File: src/hdl/tnlc_pkg.sv
// ============================================================================
// TDMA node link controller package
// Shared request and response payload types, event codes and link phases.
// ============================================================================
package tnlc_pkg;

   // Event codes carried in the request opcode field.
   typedef enum logic [2:0] {
      OP_FRAME_END     = 3'd0,
      OP_SYNC_WORD     = 3'd1,
      OP_BEACON_ALARM  = 3'd2,
      OP_TIMEOUT_ALARM = 3'd3,
      OP_SEND_REQUEST  = 3'd4
   } opcode_type;

   // Link phases.
   typedef enum logic [1:0] {
      PH_SEARCH   = 2'd0,
      PH_BACKOFF  = 2'd1,
      PH_WAIT_RX  = 2'd2,
      PH_ATTACHED = 2'd3
   } phase_type;

   // Radio commands.
   localparam logic [1:0] RC_NONE = 2'd0;
   localparam logic [1:0] RC_RX   = 2'd1;
   localparam logic [1:0] RC_PWD  = 2'd2;

   // Kinds of transmit scheduled by the send alarm.
   localparam logic SEND_ATTACH = 1'b0;
   localparam logic SEND_DATA   = 1'b1;

   // Configuration register indexes.
   localparam logic [2:0] CSR_NODE_ADDRESS    = 3'd0;
   localparam logic [2:0] CSR_BEACON_PERIOD   = 3'd1;
   localparam logic [2:0] CSR_SAFETY_MARGIN   = 3'd2;
   localparam logic [2:0] CSR_SLOT_LENGTH     = 3'd3;
   localparam logic [2:0] CSR_TIMEOUT_WINDOW  = 3'd4;
   localparam logic [2:0] CSR_MAX_MISSED      = 3'd5;
   localparam logic [2:0] CSR_CONTROL_SLOT    = 3'd6;
   localparam logic [2:0] CSR_BEACON_OVERHEAD = 3'd7;

   // Slot value meaning no slot granted.
   localparam logic [7:0] NO_SLOT      = 8'hFF;
   // Saturation limit of the missed-beacon counter.
   localparam logic [7:0] MISSED_LIMIT = 8'hFF;

   typedef struct packed {
      logic [2:0]  opcode;
      logic [15:0] timestamp;
      logic        crc_ok;
      logic [7:0]  fifo_count;
      logic [7:0]  header_length;
      logic        is_beacon;
      logic [7:0]  sender_address;
      logic        attach_ok;
      logic [7:0]  control_target;
      logic [7:0]  granted_slot;
      logic [3:0]  random_nibble;
   } req_type;

   typedef struct packed {
      logic [1:0]  link_state;
      logic [1:0]  radio_command;
      logic        beacon_alarm_set;
      logic [15:0] beacon_alarm_time;
      logic        timeout_alarm_set;
      logic [15:0] timeout_alarm_time;
      logic        cancel_timeout;
      logic        send_alarm_set;
      logic [15:0] send_alarm_time;
      logic        send_kind;
      logic [7:0]  assigned_slot;
      logic [7:0]  coordinator;
   } rsp_type;

endpackage

File: src/hdl/tdma_node_link_controller.sv
// ============================================================================
// TDMA node link controller
// Event-driven link layer of a TDMA node: beacon search, attach backoff,
// attach reply handling, beacon tracking with missed-beacon recovery and
// scheduling of queued data in the granted slot.
// ============================================================================
//
//   Channel   Direction  Handshake               Payload
//   -------   ---------  ----------------------  ---------------------------
//   req_      in         req_valid / req_stall   tnlc_pkg::req_type
//   rsp_      out        rsp_valid / rsp_stall   tnlc_pkg::rsp_type
//   csr_      in         csr_wr_en               csr_index, csr_wdata
//
// Every request produces exactly one response. A request is captured in an
// input register, decoded by one pass of shallow logic and its response lands
// in the output register; the sustained rate is one request per cycle unless
// rsp_stall holds it; the 16 x 8 alarm multipliers in the decode pass set
// the clock limit. Reset is synchronous and active high; it clears the link
// state and loads the register defaults. A stall on the response side holds
// the output register, then the input register, and only then stalls requests.
//
module tdma_node_link_controller #(
   parameter int BEACON_BYTES = 8
) (
   input  logic              clock,
   input  logic              reset,
   input  logic              req_valid,
   output logic              req_stall,
   input  tnlc_pkg::req_type req_data,
   output logic              rsp_valid,
   input  logic              rsp_stall,
   output tnlc_pkg::rsp_type rsp_data,
   input  logic              csr_wr_en,
   input  logic [2:0]        csr_index,
   input  logic [15:0]       csr_wdata
);

   // Expected byte count and header length byte of a well-formed beacon.
   localparam logic [7:0] BEACON_COUNT   = 8'(BEACON_BYTES);
   localparam logic [7:0] BEACON_HDR_LEN = 8'(BEACON_BYTES - 1);

   // ------------------------------------------------------------------
   // Configuration registers.
   // ------------------------------------------------------------------
   logic [7:0]  node_address_ff;
   logic [15:0] beacon_period_ff;
   logic [15:0] safety_margin_ff;
   logic [15:0] slot_length_ff;
   logic [15:0] timeout_window_ff;
   logic [7:0]  max_missed_ff;
   logic [7:0]  control_slot_ff;
   logic [15:0] beacon_overhead_ff;

   always_ff @(posedge clock) begin
      if (reset) begin
         node_address_ff    <= 8'd0;
         beacon_period_ff   <= 16'd32768;
         safety_margin_ff   <= 16'd64;
         slot_length_ff     <= 16'd256;
         timeout_window_ff  <= 16'd256;
         max_missed_ff      <= 8'd4;
         control_slot_ff    <= 8'd1;
         beacon_overhead_ff <= 16'd0;
      end else if (csr_wr_en) begin
         case (csr_index)
            tnlc_pkg::CSR_NODE_ADDRESS:    node_address_ff    <= csr_wdata[7:0];
            tnlc_pkg::CSR_BEACON_PERIOD:   beacon_period_ff   <= csr_wdata;
            tnlc_pkg::CSR_SAFETY_MARGIN:   safety_margin_ff   <= csr_wdata;
            tnlc_pkg::CSR_SLOT_LENGTH:     slot_length_ff     <= csr_wdata;
            tnlc_pkg::CSR_TIMEOUT_WINDOW:  timeout_window_ff  <= csr_wdata;
            tnlc_pkg::CSR_MAX_MISSED:      max_missed_ff      <= csr_wdata[7:0];
            tnlc_pkg::CSR_CONTROL_SLOT:    control_slot_ff    <= csr_wdata[7:0];
            tnlc_pkg::CSR_BEACON_OVERHEAD: beacon_overhead_ff <= csr_wdata;
            default: begin
            end
         endcase
      end
   end

   // ------------------------------------------------------------------
   // Pipeline control. The decode stage hands its request to the output
   // register whenever that register is empty or being drained.
   // ------------------------------------------------------------------
   logic              req_valid_ff;
   tnlc_pkg::req_type req_ff;
   logic              rsp_valid_ff;
   tnlc_pkg::rsp_type rsp_ff;
   tnlc_pkg::rsp_type rsp_in;

   logic rsp_load;
   logic req_load;

   assign rsp_load  = req_valid_ff && (!rsp_valid_ff || !rsp_stall);
   assign req_stall = req_valid_ff && !rsp_load;
   assign req_load  = req_valid && !req_stall;

   always_ff @(posedge clock) begin
      if (reset) begin
         req_valid_ff <= 1'b0;
      end else if (req_load || rsp_load) begin
         req_valid_ff <= req_load;
      end
   end

   always_ff @(posedge clock) begin
      if (req_load) begin
         req_ff <= req_data;
      end
   end

   always_ff @(posedge clock) begin
      if (reset) begin
         rsp_valid_ff <= 1'b0;
      end else if (rsp_load) begin
         rsp_valid_ff <= 1'b1;
      end else if (!rsp_stall) begin
         rsp_valid_ff <= 1'b0;
      end
   end

   always_ff @(posedge clock) begin
      if (rsp_load) begin
         rsp_ff <= rsp_in;
      end
   end

   assign rsp_valid = rsp_valid_ff;
   assign rsp_data  = rsp_ff;

   // ------------------------------------------------------------------
   // Link state. It changes only when the decoded request moves on to the
   // output register, so the next request always sees its effect.
   // ------------------------------------------------------------------
   tnlc_pkg::phase_type phase_ff, phase_in;
   logic [7:0]  coordinator_ff, coordinator_in;
   logic [7:0]  slot_ff, slot_in;
   logic [4:0]  backoff_ff, backoff_in;
   logic [7:0]  missed_ff, missed_in;
   logic [15:0] last_sync_ff, last_sync_in;
   logic [15:0] beacon_start_ff, beacon_start_in;
   logic        data_pending_ff, data_pending_in;

   always_ff @(posedge clock) begin
      if (reset) begin
         phase_ff        <= tnlc_pkg::PH_SEARCH;
         coordinator_ff  <= 8'd0;
         slot_ff         <= tnlc_pkg::NO_SLOT;
         backoff_ff      <= 5'd0;
         missed_ff       <= 8'd0;
         last_sync_ff    <= 16'd0;
         beacon_start_ff <= 16'd0;
         data_pending_ff <= 1'b0;
      end else if (rsp_load) begin
         phase_ff        <= phase_in;
         coordinator_ff  <= coordinator_in;
         slot_ff         <= slot_in;
         backoff_ff      <= backoff_in;
         missed_ff       <= missed_in;
         last_sync_ff    <= last_sync_in;
         beacon_start_ff <= beacon_start_in;
         data_pending_ff <= data_pending_in;
      end
   end

   // ------------------------------------------------------------------
   // Arithmetic shared by the event handlers.
   // ------------------------------------------------------------------
   // A frame's transmit slot: the control slot while backing off, else the
   // granted slot. Only the low 16 bits of the product matter (ticks wrap).
   logic [7:0]  slot_sel;
   logic [23:0] slot_prod;
   logic [15:0] frame_start;

   assign slot_sel    = (phase_ff == tnlc_pkg::PH_BACKOFF) ? control_slot_ff : slot_ff;
   assign slot_prod   = 24'(slot_sel) * 24'(slot_length_ff);
   assign frame_start = last_sync_ff - beacon_overhead_ff;

   // After a miss the wake-up moves out by n periods, each one safety margin
   // earlier: start + n * (period - margin), with n one past the new count.
   logic [7:0]  missed_inc;
   logic [7:0]  miss_periods;
   logic [15:0] period_delta;
   logic [23:0] miss_prod;
   logic        frame_ok;

   assign missed_inc   = (missed_ff < tnlc_pkg::MISSED_LIMIT) ? missed_ff + 8'd1 : missed_ff;
   assign miss_periods = missed_inc + 8'd1;
   assign period_delta = beacon_period_ff - safety_margin_ff;
   assign miss_prod    = 24'(period_delta) * 24'(miss_periods);

   assign frame_ok = req_ff.crc_ok && req_ff.is_beacon &&
                     (req_ff.fifo_count == BEACON_COUNT) &&
                     (req_ff.header_length == BEACON_HDR_LEN);

   // ------------------------------------------------------------------
   // Event decode.
   // ------------------------------------------------------------------
   always_comb begin
      phase_in        = phase_ff;
      coordinator_in  = coordinator_ff;
      slot_in         = slot_ff;
      backoff_in      = backoff_ff;
      missed_in       = missed_ff;
      last_sync_in    = last_sync_ff;
      beacon_start_in = beacon_start_ff;
      data_pending_in = data_pending_ff;
      rsp_in          = '0;

      case (req_ff.opcode)
         tnlc_pkg::OP_FRAME_END: begin
            if (!frame_ok) begin
               rsp_in.radio_command = tnlc_pkg::RC_RX;
            end else begin
               rsp_in.cancel_timeout = 1'b1;
               if (phase_ff != tnlc_pkg::PH_SEARCH &&
                   req_ff.sender_address != coordinator_ff) begin
                  // A beacon from some other coordinator only cancels the timeout.
                  rsp_in.radio_command = tnlc_pkg::RC_RX;
               end else begin
                  if (phase_ff == tnlc_pkg::PH_SEARCH) begin
                     coordinator_in = req_ff.sender_address;
                  end
                  missed_in                = 8'd0;
                  beacon_start_in          = frame_start;
                  rsp_in.beacon_alarm_set  = 1'b1;
                  rsp_in.beacon_alarm_time = frame_start - safety_margin_ff +
                                             beacon_period_ff;
                  case (phase_ff)
                     tnlc_pkg::PH_SEARCH: begin
                        backoff_in = 5'd1 + 5'(req_ff.random_nibble);
                        phase_in   = tnlc_pkg::PH_BACKOFF;
                     end
                     tnlc_pkg::PH_BACKOFF: begin
                        backoff_in = backoff_ff - 5'd1;
                        if (backoff_ff == 5'd1) begin
                           rsp_in.send_alarm_set  = 1'b1;
                           rsp_in.send_alarm_time = frame_start + slot_prod[15:0];
                           rsp_in.send_kind       = tnlc_pkg::SEND_ATTACH;
                           phase_in               = tnlc_pkg::PH_WAIT_RX;
                        end
                     end
                     tnlc_pkg::PH_WAIT_RX: begin
                        if (req_ff.attach_ok && req_ff.control_target == node_address_ff) begin
                           slot_in  = req_ff.granted_slot;
                           phase_in = tnlc_pkg::PH_ATTACHED;
                        end else begin
                           phase_in = tnlc_pkg::PH_SEARCH;
                        end
                     end
                     default: begin
                        if (data_pending_ff) begin
                           rsp_in.send_alarm_set  = 1'b1;
                           rsp_in.send_alarm_time = frame_start + slot_prod[15:0];
                           rsp_in.send_kind       = tnlc_pkg::SEND_DATA;
                           data_pending_in        = 1'b0;
                        end
                     end
                  endcase
               end
            end
         end
         tnlc_pkg::OP_SYNC_WORD: begin
            last_sync_in = req_ff.timestamp;
         end
         tnlc_pkg::OP_BEACON_ALARM: begin
            rsp_in.radio_command      = tnlc_pkg::RC_RX;
            rsp_in.timeout_alarm_set  = 1'b1;
            rsp_in.timeout_alarm_time = req_ff.timestamp + timeout_window_ff;
         end
         tnlc_pkg::OP_TIMEOUT_ALARM: begin
            missed_in = missed_inc;
            if (missed_inc >= max_missed_ff) begin
               // Too many misses: drop back to search and keep listening.
               rsp_in.radio_command = tnlc_pkg::RC_RX;
               phase_in             = tnlc_pkg::PH_SEARCH;
            end else begin
               rsp_in.radio_command     = tnlc_pkg::RC_PWD;
               rsp_in.beacon_alarm_set  = 1'b1;
               rsp_in.beacon_alarm_time = beacon_start_ff + miss_prod[15:0];
            end
         end
         tnlc_pkg::OP_SEND_REQUEST: begin
            data_pending_in = 1'b1;
         end
         default: begin
         end
      endcase

      rsp_in.link_state    = phase_in;
      rsp_in.assigned_slot = slot_in;
      rsp_in.coordinator   = coordinator_in;
   end

   // ------------------------------------------------------------------
   // Assertions.
   // ------------------------------------------------------------------
   // A transmit is only ever scheduled on the way to or while attached.
   assert property (@(posedge clock) disable iff (reset)
      (rsp_valid && rsp_data.send_alarm_set) |->
         (rsp_data.link_state == tnlc_pkg::PH_WAIT_RX ||
          rsp_data.link_state == tnlc_pkg::PH_ATTACHED))
      else $error("send alarm armed outside wait or attached phase");

   // The beacon and timeout alarms come from different events.
   assert property (@(posedge clock) disable iff (reset)
      rsp_valid |-> !(rsp_data.beacon_alarm_set && rsp_data.timeout_alarm_set))
      else $error("beacon and timeout alarms armed together");

   // An accepted beacon always cancels the pending timeout.
   assert property (@(posedge clock) disable iff (reset)
      (rsp_valid && rsp_data.beacon_alarm_set && rsp_data.radio_command == tnlc_pkg::RC_NONE)
         |-> rsp_data.cancel_timeout)
      else $error("beacon accepted without cancelling timeout");

   // Requests are held off only while the decode register is occupied.
   assert property (@(posedge clock) disable iff (reset)
      req_stall |-> req_valid_ff)
      else $error("request stalled with empty decode register");

   // The state registers never change while the response side is blocked.
   assert property (@(posedge clock) disable iff (reset)
      (rsp_valid && rsp_stall) |=> $stable(phase_ff) && $stable(missed_ff))
      else $error("link state changed under a stalled response");

endmodule
File: config.mk
export PLATFORM = sky130hd
export DESIGN_NAME = tdma_node_link_controller
export DESIGN_NICKNAME = d
export VERILOG_FILES = /design/src/hdl/tnlc_pkg.sv /design/src/hdl/tdma_node_link_controller.sv
export SDC_FILE = /design/constraint.sdc
export NUM_CORES = 1
export LEC_CHECK = 0
export ABC_AREA = 1
export BUFFER_PORTS_ARGS = -buffer_cell sky130_fd_sc_hd__clkbuf_2
export CORE_MARGIN = 3
export CORE_UTILIZATION = 62
export CTS_CLUSTER_DIAMETER = 60
export DETAILED_ROUTE_END_ITERATION = 8
export PLACE_DENSITY = 0.83
export SKIP_LAST_GASP = 1
export SLEW_MARGIN = 20
export SYNTH_ARGS = -nofsm -noshare
export SYNTH_HDL_FRONTEND = slang
export SYNTH_SLANG_ARGS = --single-unit
File: constraint.sdc
create_clock -name clock -period 8 [get_ports clock]
set_input_delay 0 -clock clock [delete_from_list [all_inputs] [get_ports clock]]
set_output_delay 0 -clock clock [all_outputs]
set_load 0.02 [all_outputs]
==> impl_metrics.tcl, run 1 <==
set metrics [dict create \
    outcome "completed" \
    fmax_mhz 154 \
    reg2reg_setup_slack_ps 1500 \
    report.final.slew_viol_count 0 \
    postRouteAntennaNets 0 \
    drt_iter0_markers 1764 \
    syn_area_mm2 0.0213 \
    slowest_stage "fa_1" \
    worst_setup_path_start_kind "register" \
    synth_cell_types 60 \
    dp.final_hpwl_um 41700 \
    arrival_ps 6770 \
    dieArea_mm2 0.0367 \
    r2r-start "missed_ff[0]$_SDFFE_PP0P_" \
    slew_headroom_pct 24.4 \
    ys_ff_latch 309 \
    vdd_drop_max_uv 199 \
    min_to "max_missed_ff[2]$_SDFFE_PP1P_" \
    io_pins 165 \
    hold_depth 4 \
    finalNetCount 3148 \
    post_dp_cell_area_mm2 0.0225 \
    critPathRequiredTime_ps 8270 \
    critPathMaxStageDelay_ps 510 \
    htreeDepth 2 \
    p_total_uw 5220 \
    cts-root-buf "clkbuf_16" \
    drt_first_pass_iters 6 \
    wl_per_cell_um 18.5 \
    tritoncts "done" \
    clk-insertion-delay-late_ps 550 \
    min_from "csr_wr_en" \
    synth-async-reset-ratio_pct 0 \
    cts_buffer_depth 3 \
    end_kind "register" \
    design_area_mm2 0.0247 \
    cp-startpoint "missed_ff[0]$_SDFFE_PP0P_" \
    r2r-end "rsp_data[67]$_DFFE_PP_" \
    viasPerCell 5.73 \
    num_vias 18595 \
    clkTransAtPathRegs_ps 60 \
    grt_max_degree 132 \
    grt_pass1_vias 18936 \
    grt_remaining_overflow 0 \
    min_period_over_period_pct 81.2 \
    die_h_um 191 \
    remaining_drc_errors 0 \
    grt_use_total_pct 33.3 \
    r2r_cells 33 \
    core_area_mm2 0.0337 \
    grt_pass1_wl_um 96400 \
    hold_class "in -> reg" \
    drive_above_1_share_pct 10.8 \
    area_delta_synth_final_pct 16.0 \
    portBuffers 164 \
    hold_viol_final 0 \
    p_leak_uw 0.0117 \
    fin_crit_ps 6500 \
    wl_um 60000 \
    place_congestion 0.943 \
    synth_edf_count 139 \
    clock-sinks 309 \
    critPathKind "reg -> reg" \
    tightest_slew_ps 1130 \
    cellPowerDensity_mw_per_mm2 211 \
    antenna_found_initial 0 \
    fp.dieW_um 191 \
    path_max_fanout 18 \
    max_cap_viol_count 0 \
    fill_cells 2384 \
    dominantRegCellSynth "dfxtp_1" \
    setup_tns_ps 0 \
    holdWs_ps 33.0 \
    synthCells 2524 \
    avgSynthCellArea_um2 8.45 \
    cts_made_buffers 38 \
    synth_nets 2905 \
    yosysSeqAreaShare_pct 35.5 \
    num_rows 67 \
    setup_violations 0 \
    clock_skew_ps 29.3 \
    start_util_pct 63.3 \
    rsz0062_at_grt "no" \
    yosysWarnings 0 \
]
-- layout make-up --
class                   instances  area [µm²]  area share (%)
clock buffers                  49        1060            4.30
flip-flops and latches        309        7580            30.6
clock inverters                21         229           0.926
diodes                          1        2.50          0.0101
well taps                     448         561            2.27
repair buffers                263        1790            7.23
multi-input cells            1709       11800            47.8
inverters                     446        1680            6.79
-- cell usage after synthesis, types with 7 or more instances --
cell type | number | share of area (%)
a211oi_1 | 16 | 0.56
a21oi_1 | 190 | 4.5
a21oi_2 | 9 | 0.37
clkbuf_1 | 50 | 0.88
dfxtp_1 | 170 | 16
edfxtp_1 | 139 | 20
fa_1 | 166 | 16
ha_1 | 125 | 7.3
inv_1 | 433 | 7.6
inv_2 | 8 | 0.14
mux2_2 | 7 | 0.37
nand2_1 | 356 | 6.3
nand2_2 | 10 | 0.29
nand3_1 | 72 | 1.7
nand3b_1 | 9 | 0.32
nand4_1 | 20 | 0.59
nor2_1 | 358 | 6.3
nor3_1 | 16 | 0.38
o211ai_1 | 12 | 0.42
o21ai_0 | 193 | 4.5
xnor2_1 | 27 | 1.1
xor2_1 | 33 | 1.4
-- flip-flops by register name, indices dropped and copies added, names as in the netlist --
register / count
rsp_valid: 1
coordinator_ff: 8
slot_ff: 8
max_missed_ff: 8
backoff_ff: 5
beacon_period_ff: 16
req_valid_ff: 1
beacon_start_ff: 16
beacon_overhead_ff: 16
last_sync_ff: 16
safety_margin_ff: 16
missed_ff: 8
phase_ff: 2
data_pending_ff: 1
control_slot_ff: 8
slot_length_ff: 16
timeout_window_ff: 16
rsp_data: 73
req_ff: 66
node_address_ff: 8
-- what timing repair did --
item                      CTS  global route
hold endpoints to repair  141             0
buffers inserted            0             0
resized for setup           0             0
hold buffers               90             0
-- cell usage in the layout, fill, tap and decap left out, types with 7 or more instances in the layout --
cell	netlist	layout
nand2_2	10	10
dlygate4sd3_1	0	90
xor2_1	33	33
o21ai_0	193	193
dfxtp_1	170	170
o211ai_1	12	12
nand3_1	72	72
inv_1	433	431
clkbuf_2	0	164
inv_2	8	10
nor3_1	16	16
buf_4	1	9
a21oi_1	190	190
nand4_1	20	20
fa_1	166	166
a21oi_2	9	9
nand2_1	356	356
nor2_1	358	358
nand3b_1	9	9
a211oi_1	16	16
ha_1	125	125
clkbuf_16	0	40
mux2_2	7	7
edfxtp_1	139	139
clkinv_2	0	7
xnor2_1	27	27
-- how the worst max path moves through the flow --
| stage | slack, ps | depth (start not counted) | to |
|---|---|---|---|
| floorplan | 2140 | 33 | rsp_data[66]$_DFFE_PP_ |
| global placement | 1790 | 36 | rsp_data[67]$_DFFE_PP_ |
| detailed placement | 1540 | 34 | rsp_data[67]$_DFFE_PP_ |
| CTS | 1520 | 34 | rsp_data[67]$_DFFE_PP_ |
| global route | 920 | 35 | rsp_data[67]$_DFFE_PP_ |
| finish | 1500 | 33 | rsp_data[67]$_DFFE_PP_ |
-- kinds of logic after synthesis --
| group | share of synthesized area, % |
|---|---|
| AO/OA/AOI/OAI | 12.0 |
| XOR/XNOR | 2.76 |
| adder cells (fa/ha/maj) | 22.9 |
| buffers and inverters | 9.02 |
| flip-flops | 35.5 |
| multiplexers | 0.370 |
| AND/OR/NAND/NOR | 17.4 |
-- report_power, final --
group          leakage (µW)  switching (µW)  internal [µW]
clock network      0.000646             733           1060
registers           0.00273            39.1           1720
logic               0.00828            1070            607
-- through the flow --
stage	cells	util (%)	worst slack, ps
4_1_cts	3245	73.4	1520
3_3_place_gp	3085	66.9	1790
2_1_floorplan	2524	-	2140
3_5_place_dp	3085	66.9	1540
6_report	3246	73.4	1500
5_1_grt	3245	73.4	917
-- routing by layer --
layer | up-vias | wire, µm | global-route usage, %
met3 | 222 | 4900 | 5.81
met5 | - | 0 | 0
met4 | 0 | 3080 | 15.2
met2 | 1025 | 29100 | 57.2
li1 | 8600 | - | -
met1 | 8748 | 22900 | 41.1
-- critical path, delay by kind of cell, from the launching register on --
family	cells	cell delay, ps
fa+ha+maj	7	2640
simple gates	19	2320
buf+inv	6	620
flops	1	400
xor+xnor	1	270
No activity file was read; power rests on OpenSTA's default activity.
==> inputs of run 2 (changes only) <==
--- a/config.mk
+++ b/config.mk
@@ -5,13 +5,13 @@
 export SDC_FILE = /design/constraint.sdc
 export NUM_CORES = 1
 export LEC_CHECK = 0
-export ABC_AREA = 1
+export ABC_AREA = 0
 export BUFFER_PORTS_ARGS = -buffer_cell sky130_fd_sc_hd__clkbuf_2
 export CORE_MARGIN = 3
-export CORE_UTILIZATION = 62
+export CORE_UTILIZATION = 56
 export CTS_CLUSTER_DIAMETER = 60
 export DETAILED_ROUTE_END_ITERATION = 8
-export PLACE_DENSITY = 0.83
+export PLACE_DENSITY = 0.79
 export SKIP_LAST_GASP = 1
 export SLEW_MARGIN = 20
 export SYNTH_ARGS = -nofsm -noshare
==> constraint.sdc (replaced) <==
create_clock -name clock -period 5.3 [get_ports clock]
set_input_delay 0 -clock clock [delete_from_list [all_inputs] [get_ports clock]]
set_output_delay 0 -clock clock [all_outputs]
set_load 0.02 [all_outputs]
==> impl_metrics.tcl, run 2 <==
set metrics [dict create \
    reg2reg_setup_slack_ps -670 \
    grt_remaining_overflow 0 \
    remaining_drc_errors 0 \
    fill_cells 2564 \
    die_h_um 199 \
    min_period_over_period_pct 113 \
    htreeDepth 2 \
    hold_viol_final 0 \
    holdWs_ps 72.8 \
    clkTransAtPathRegs_ps 60 \
    synthTopCellsByCount "nand2_1, inv_1, a21oi_1" \
    p_total_uw 7530 \
    design_area_mm2 0.0268 \
    critPathKind "reg -> reg" \
    grt_pass1_vias 18568 \
    fp.dieW_um 199 \
    setup_violations 13 \
    avgSynthCellArea_um2 9.33 \
    report.final.slew_viol_count 0 \
    synth_nets 2628 \
    num_rows 70 \
    grt_max_degree 87 \
    clk-insertion-delay-late_ps 570 \
    tritoncts "done" \
    synth_cell_types 69 \
    layout_common_cells "nand2_1, inv_1, buf_4" \
    dominantRegCellSynth "dfxtp_1" \
    tightest_slew_ps 1060 \
    synth_edf_count 139 \
    wl_um 58900 \
    grt_pass1_wl_um 94500 \
    synth.most_common_cell "nand2_1" \
    postRouteAntennaNets 0 \
    portBuffers 164 \
    grt_use_total_pct 30.0 \
    syn_area_mm2 0.0210 \
    dp.final_hpwl_um 41400 \
    drive_above_1_share_pct 23.1 \
    vdd_drop_max_uv 255 \
    r2r_cells 26 \
    fmax_mhz 167 \
    drt_first_pass_iters 8 \
    core_area_mm2 0.0368 \
    yosysWarnings 0 \
    wl_per_cell_um 18.5 \
    cts_made_buffers 37 \
    r2r-start "beacon_period_ff[0]$_SDFFE_PP0P_" \
    max_cap_viol_count 0 \
    min_to "control_slot_ff[1]$_SDFFE_PP0P_" \
    drt_iter0_markers 1482 \
    worst_setup_path_start_kind "register" \
    fin_crit_ps 5970 \
    cellPowerDensity_mw_per_mm2 281 \
    cts-root-buf "clkbuf_16" \
    hold_class "in -> reg" \
    dieArea_mm2 0.0398 \
    final_common_cell "nand2_1" \
    yosysSeqAreaShare_pct 36.1 \
    antenna_found_initial 0 \
    diodes 0 \
    largest_reg_flops 73 \
    ys_ff_latch 309 \
    clock_skew_ps 30.5 \
    finalNetCount 3064 \
    path_max_fanout 3 \
    synth-async-reset-ratio_pct 0 \
    viasPerCell 5.60 \
    post_dp_cell_area_mm2 0.0239 \
    cts_buffer_depth 3 \
    start_util_pct 57.0 \
    r2r-end "rsp_data[67]$_DFFE_PP_" \
    hold_depth 5 \
    io_pins 165 \
    synth.top_cell.area_share_pct 19.9 \
    rsz0062_at_grt "yes" \
    synthCells 2247 \
    min_from "csr_index[2]" \
    end_kind "register" \
    p_leak_uw 0.0116 \
    yosysTopAreaCell "edfxtp_1" \
    failed_checks "setup timing" \
    slew_headroom_pct 29.1 \
    num_vias 17802 \
    arrival_ps 6230 \
    clock-sinks 309 \
    place_congestion 0.933 \
    critPathRequiredTime_ps 5550 \
    synth.area.top_cells "edfxtp_1, dfxtp_1, fa_1" \
    area_delta_synth_final_pct 27.7 \
    outcome "finished with violations" \
    fin_ws_ps -672 \
]
## run 2: changes by cell type after synthesis, moves of 27 or more
cell      change
nand3_1      -42
inv_1       -170
nand2b_1     +27
nand2_1      +51
nor2_1      -223
nor2b_1      +78
xnor2_1      +62
o21ai_0     -151
## run 2: worst max-delay path by stage
stage	startpoint	end	slack (ps)	depth (start not counted)
final	beacon_period_ff[0]$_SDFFE_PP0P_	rsp_data[67]$_DFFE_PP_	-670	26
after global routing	beacon_period_ff[0]$_SDFFE_PP0P_	rsp_data[67]$_DFFE_PP_	-920	26
after CTS	safety_margin_ff[3]$_SDFFE_PP0P_	rsp_data[67]$_DFFE_PP_	-580	21
after detailed placement	beacon_period_ff[0]$_SDFFE_PP0P_	rsp_data[67]$_DFFE_PP_	-730	27
after global placement	last_sync_ff[0]$_SDFFE_PP0P_	rsp_data[32]$_SDFFCE_PP0P_	-590	26
after floorplan	last_sync_ff[0]$_SDFFE_PP0P_	rsp_data[32]$_SDFFCE_PP0P_	-380	26
## run 2: repair_timing
item / 4_1_cts / 5_1_grt
pin swaps: 62 / 44
setup buffers: 12 / 11
resized for setup: 63 / 63
endpoints found under the setup margin: 14 / 17
hold endpoints to repair: 172 / 0
hold buffers: 87 / 0
## run 2: worst max-delay path, cell delays in order (launching register included)
cell and delay, ps:
dfxtp_2 320, inv_2 60, ha_4 120, inv_2 40, fa_2 410, a21oi_4 200
o2111ai_4 180, a21o_1 240, a21oi_2 180, xnor2_1 200, nand2_1 110, fa_1 490
inv_1 50, fa_1 470, fa_1 520, inv_1 50, fa_1 470, inv_1 40
ha_1 280, inv_2 50, o21ai_2 150, a21o_1 190, a41oi_2 150, a21oi_2 190
xor3_1 240, xnor3_1 210, o22ai_1 80
## run 2: power by group
group / switching [µW] / internal, µW / leakage, µW
clock network: 1090 / 1520 / 0.000621
registers: 48.5 / 2580 / 0.00271
logic: 1210 / 1090 / 0.00830
## run 2: kinds of logic after synthesis
| kind of cell | share of synthesized area, % |
|---|---|
| AO/OA/AOI/OAI | 9.67 |
| XOR/XNOR | 5.88 |
| adder cells (fa/ha/maj) | 23.3 |
| buffers and inverters | 6.16 |
| multiplexers | 1.56 |
| flip-flops | 36.1 |
| AND/OR/NAND/NOR | 17.3 |
## run 2: stage by stage
| step | setup TNS (ps) | cells | utilization [%] | setup WS [ps] |
|---|---|---|---|---|
| final | -3740 | 3180 | 72.8 | -672 |
| after global routing | -7030 | 3180 | 72.8 | -920 |
| after CTS | -3060 | 3169 | 71.6 | -584 |
| after detailed placement | -4470 | 3003 | 64.9 | -734 |
| after global placement | -3420 | 3003 | 64.9 | -587 |
| after floorplan | -1150 | 2247 | - | -382 |
## run 2: cell type report
type / count / area, µm² / share of cell area, %
Clock buffer: 49 / 1040 / 3.90
Clock inverter: 19 / 199 / 0.743
Sequential cell: 309 / 7590 / 28.4
Timing Repair Buffer: 473 / 3440 / 12.8
Tap cell: 468 / 586 / 2.19
Inverter: 266 / 1000 / 3.74
Multi-Input combinational cell: 1596 / 12900 / 48.2
## run 2: layer usage
metal,vias to the layer above,track usage (%),wire (µm)
met4,0,11.8,2320
met5,-,0,0
met1,8629,36.9,22700
met2,786,52.3,29300
met3,171,5.68,4500
li1,8216,-,-
